<file path="src/sv/dcc_front.sv">
module dcc_front #(
    parameter int DW = 96
) (
    input  logic          i_clk,
    input  logic          i_rst_n,
    input  logic          i_valid,
    output logic          o_ready,
    input  logic [DW-1:0] i_data,
    output logic          o_valid,
    input  logic          i_ready,
    output logic [DW-1:0] o_data
);

    logic [DW-1:0] r_mem [2];
    logic          r_wp;
    logic          r_rp;
    logic [1:0]    r_cnt;
    logic          push;
    logic          pop;

    assign o_ready = (r_cnt != 2'd2);
    assign o_valid = (r_cnt != 2'd0);
    assign o_data  = r_mem[r_rp];
    assign push    = i_valid && o_ready;
    assign pop     = o_valid && i_ready;

    always_ff @(posedge i_clk) begin
        if (push) begin
            r_mem[r_wp] <= i_data;
        end
    end

    always_ff @(posedge i_clk) begin
        if (!i_rst_n) begin
            r_wp  <= 1'b0;
            r_rp  <= 1'b0;
            r_cnt <= 2'd0;
        end else begin
            if (push) begin
                r_wp <= ~r_wp;
            end
            if (pop) begin
                r_rp <= ~r_rp;
            end
            r_cnt <= r_cnt + {1'b0, push} - {1'b0, pop};
        end
    end

endmodule

</file>
<file path="config.mk">
export PLATFORM = sky130hd
export DESIGN_NAME = dcc_front
export DESIGN_NICKNAME = d
export VERILOG_FILES = /design/src/sv/dcc_front.sv
export SDC_FILE = /design/constraint.sdc
export NUM_CORES = 1
export LEC_CHECK = 0
export BUFFER_PORTS_ARGS = -buffer_cell sky130_fd_sc_hd__buf_2
export CORE_MARGIN = 1.5
export CORE_UTILIZATION = 45
export CTS_CLUSTER_DIAMETER = 120
export DETAILED_ROUTE_END_ITERATION = 10
export PLACE_DENSITY = 0.7
export SYNTH_ARGS = -nofsm -noshare
export SYNTH_HDL_FRONTEND = slang
export SYNTH_SLANG_ARGS = --single-unit
export TNS_END_PERCENT = 50
</file>
<file path="constraint.sdc">
create_clock -name i_clk -period 12.6 [get_ports i_clk]
set_input_delay 1.26 -clock i_clk [delete_from_list [all_inputs] [get_ports i_clk]]
set_output_delay 1.26 -clock i_clk [all_outputs]
set_load 0.01 [all_outputs]
</file>
# --- Word-level counts from Yosys, hierarchy flattened ---
# Memory sizes are Yosys's and may differ from the RTL's. A register that Yosys moved wholly into a read port is not among the register bits.
# Index checks and enable logic that the tools add are counted.
classes:
  n_addsub: 2
  eq_ne: 1
  n_mux: 4
  bitwise_logic: 2
  reduce_logical: 3
op_table:
  columns: ["cell", "count"]
  rows:
  - ["2-to-1 mux 1 bit", 4]
  - ["adder 2 x 1 -> 2 bit", 1]
  - ["logical AND 1 bit", 2]
  - ["!= test 2 bit, second input constant", 1]
  - ["NOT 1 bit", 2]
  - ["nonzero test 2 bit", 1]
  - ["subtractor 2 x 1 -> 2 bit", 1]
totals:
  regBits: 4
  ramBits: 192
  elab_cells: 16
  n_memories: 1
mem_list:
  columns: ["name", "words", "width", "read_ports", "rd_ports_with_merged_regs", "wr", "line", "text"]
  rows:
  - ["r_mem", 2, 96, 1, 1, 1, "14", "logic [DW-1:0] r_mem [2];"]

# --- Logic depth before layout (Yosys ltp) ---
depth:
  word_depth: 4
  depth_mapped: 8
  ltp_nobuf: 8

# --- Worst setup path before layout ---
# Ideal clock, no wire load.
synth_path:
  kind: "in2reg"
  start: "input port i_valid"
  end: "memory r_mem[0][0], enable pin"
  setup_time_ns: 0.551
  arrival_ns: 5.353
  required_time_ns: 12.049
  slack_ns: 6.695
  path_stages: 2
  n_path_buf: 0
  cell_sequence: "nand2_1 > nor2_1"
synth_between:
  elab_chain_len: 3
synth_lines:
  columns: ["element", "line", "text"]
  rows:
  - ["start: declaration", "6", "input logic i_valid,"]
  - ["logical AND 1 bit", "24", "assign push = i_valid && o_ready;"]
  - ["2-to-1 mux 1 bit", "28", "if (push) begin"]
  - ["2-to-1 mux 1 bit (not written as such)", "29", "r_mem[r_wp] <= i_data;"]
  - ["end: declaration", "14", null]
# No other way between the ends.

==> results_dict.tcl <==
set metrics [dict create \
    status "finished clean" \
    synth.net_count 425 \
    rsz0062_at_grt "false" \
    p_per_area_nw_per_um2 199 \
    initial_utilization_pct 46.2 \
    cp.required_ns 11.34 \
    crit_buf_inv 2 \
    wl_um 12900 \
    h-tree-depth 4 \
    viasPerCell 4.78 \
    ys_types 20 \
    fillers 1229 \
    worst_pin_slew_ns 0.789 \
    antenna_found_initial 2 \
    drt-wirelength-per-cell_um 16.9 \
    critical_path.top_delay_family "buffers and inverters" \
    ys_seq_elements 197 \
    io_buffers 197 \
    cts_tree "done" \
    r2r_end "r_mem[0][14]" \
    layout_commonest_cell "buf_2" \
    cts_resized 0 \
    grt_overflow 0 \
    crit_chain "buf_4 -> mux2_2 -> buf_2" \
    crit_path_max_fanout 54 \
    cts_setup_buffers 0 \
    cts-root-buf "clkbuf_16" \
    hp-class "register to register" \
    drc 0 \
    die_h_um 131 \
    cts_buffers 17 \
    slew_violations 0 \
    maxCapViolations 0 \
    ys_warn_count 0 \
    vias 3634 \
    cts.clk_slew.worst_paths_ns 0.08 \
    max_freq_mhz 259 \
    hpwlAfterDp_um 8380 \
    antenna_cells 0 \
    vdd_drop_max_uv 110 \
    grt_use_total_pct 15.2 \
    period_share_pct 30.7 \
    core_um2 15900 \
    reg2regPathDepth 5 \
    grt_max_degree 55 \
    die_w_um 131 \
    ios 198 \
    clock_path_buffers 2 \
    rrSetupSlack_ns 10.19 \
    end_kind "output pin" \
    setup.worst_path.end "o_data[11]" \
    drt_iter0_drc 237 \
    cp_slowest_stage_delay_ns 0.87 \
    totalPowerFinal_w 0.00181 \
    period_needed_ns 3.86 \
    avgSynthCellArea_um2 22.8 \
    startpoint_type "register" \
    area_growth_pct 24.0 \
    worst_path_max_delay_cell "dfxtp_4" \
    p_leak_nw 3.47 \
    grt_pass1_vias 3818 \
    grt_pass1_wl_um 18900 \
    crit_cells 3 \
    nNetsFinal 634 \
    crit_type "register to output pin" \
    seq_area_frac_synth_pct 79.7 \
    cts.sinks 197 \
    ctsHoldBuffers 0 \
    die-area_um2 17100 \
    ant_nets 0 \
    skew_ns 0.0120 \
    dr.pass1.iters 4 \
    critPathArrivalTime_ns 2.60 \
    finalSetupViolations 0 \
    dpl_worst_slack_ns 9.11 \
    synth_cells 323 \
    worst_slack_ns 8.74 \
    timing.setup.tns_ns 0 \
    r2r_start "r_cnt[0]" \
    relSlewSlack_pct 47.4 \
    place.gp.congestion 0.711 \
    final_cell_mix "197 x buf_2, 192 x edfxtp_1, 56 x mux2_2, 40 x mux2_4, 17 x clkbuf_16" \
    worstSkewPairLatency_ns 0.42 \
    finalHoldViolCount 0 \
    drive_gt1_share_pct 61.1 \
    synth_area_um2 7360 \
    rows 46 \
]
cells in the mapped netlist:
library cell	n	area, um^2
buf_8	1	15.0
dfxtp_1	5	100
mux2_4	40	601
nand2_1	2	7.51
edfxtp_1	192	5770
o21a_1	1	7.51
and3_1	1	6.26
buf_12	4	80.1
buf_6	1	11.3
mux2i_1	1	10.0
buf_2	5	25.0
nor2b_1	2	12.5
and2_1	2	12.5
or2_2	1	6.26
mux2_2	56	631
xnor2_1	3	26.3
nor2_1	1	3.75
nand2b_1	2	12.5
ha_1	2	25.0
inv_1	1	3.75
through the flow:
stage               hold WS (ns)  instance area, um^2  util [%]  instances
global placement           0.511                 8530      53.5        729
floorplan                  0.455                 7360         -        323
CTS                        0.548                 9130      57.2        761
finish                     0.545                 9130      57.2        761
detailed placement         0.527                 8530      53.5        729
global route               0.577                 9130      57.2        761
cell type report:
class,count,area [um^2],area share (%)
Sequential cell,197,5870,64.3
Multi-Input combinational cell,114,1370,15.1
Timing Repair Buffer,201,1020,11.1
Clock buffer,17,425,4.66
Tap cell,216,270,2.96
Clock inverter,15,168,1.84
Inverter,1,3.75,0.0411
power breakdown:
group	total, W	internal (W)	switching [W]
clock network	0.000535	0.000297	0.000238
registers	0.000869	0.000823	0.0000452
logic	0.000410	0.000209	0.000201
state kept, by name (all words and copies together) (netlist names), named ones only:
register	count
r_cnt	2
r_rp	1
r_wp	1
r_mem	192
worst min-delay path by stage:
stage               startpoint       end  cells after the start
finish                    r_rp      r_rp                      2
global route              r_wp      r_wp                      2
CTS                       r_wp      r_wp                      2
detailed placement        r_rp  register                      2
global placement          r_wp      r_wp                      2
floorplan                 r_wp      r_wp                      2
cell families (layout without fill, tap and decap cells):
family                     count (synthesis)  after routing  synth area share, %
DFF                                      197            197                 79.7
muxes                                     97             97                 16.9
buffers and inverters                     12            234                 1.84
and+or+nand+nor                           11             11                0.833
xor gates and xnor gates                   3              3                0.357
adders and majority gates                  2              2                0.340
AOI/OAI and AO/OA                          1              1                0.102
worst min-delay path, cell delays in order (launching register included):
cell and delay, ns:
dfxtp_1 0.33, xnor2_1 0.09, nor2b_1 0.10
routing by layer:
metal / up-vias / GRT usage [%] / wire length [um]
li1: 1700 / - / -
met1: 1762 / 18.5 / 5380
met2: 157 / 24.7 / 6310
met3: 13 / 5.62 / 1030
met4: 2 / 6.08 / 122
met5: - / 0 / 12
Note: power is estimated with default switching activity, not from simulation.
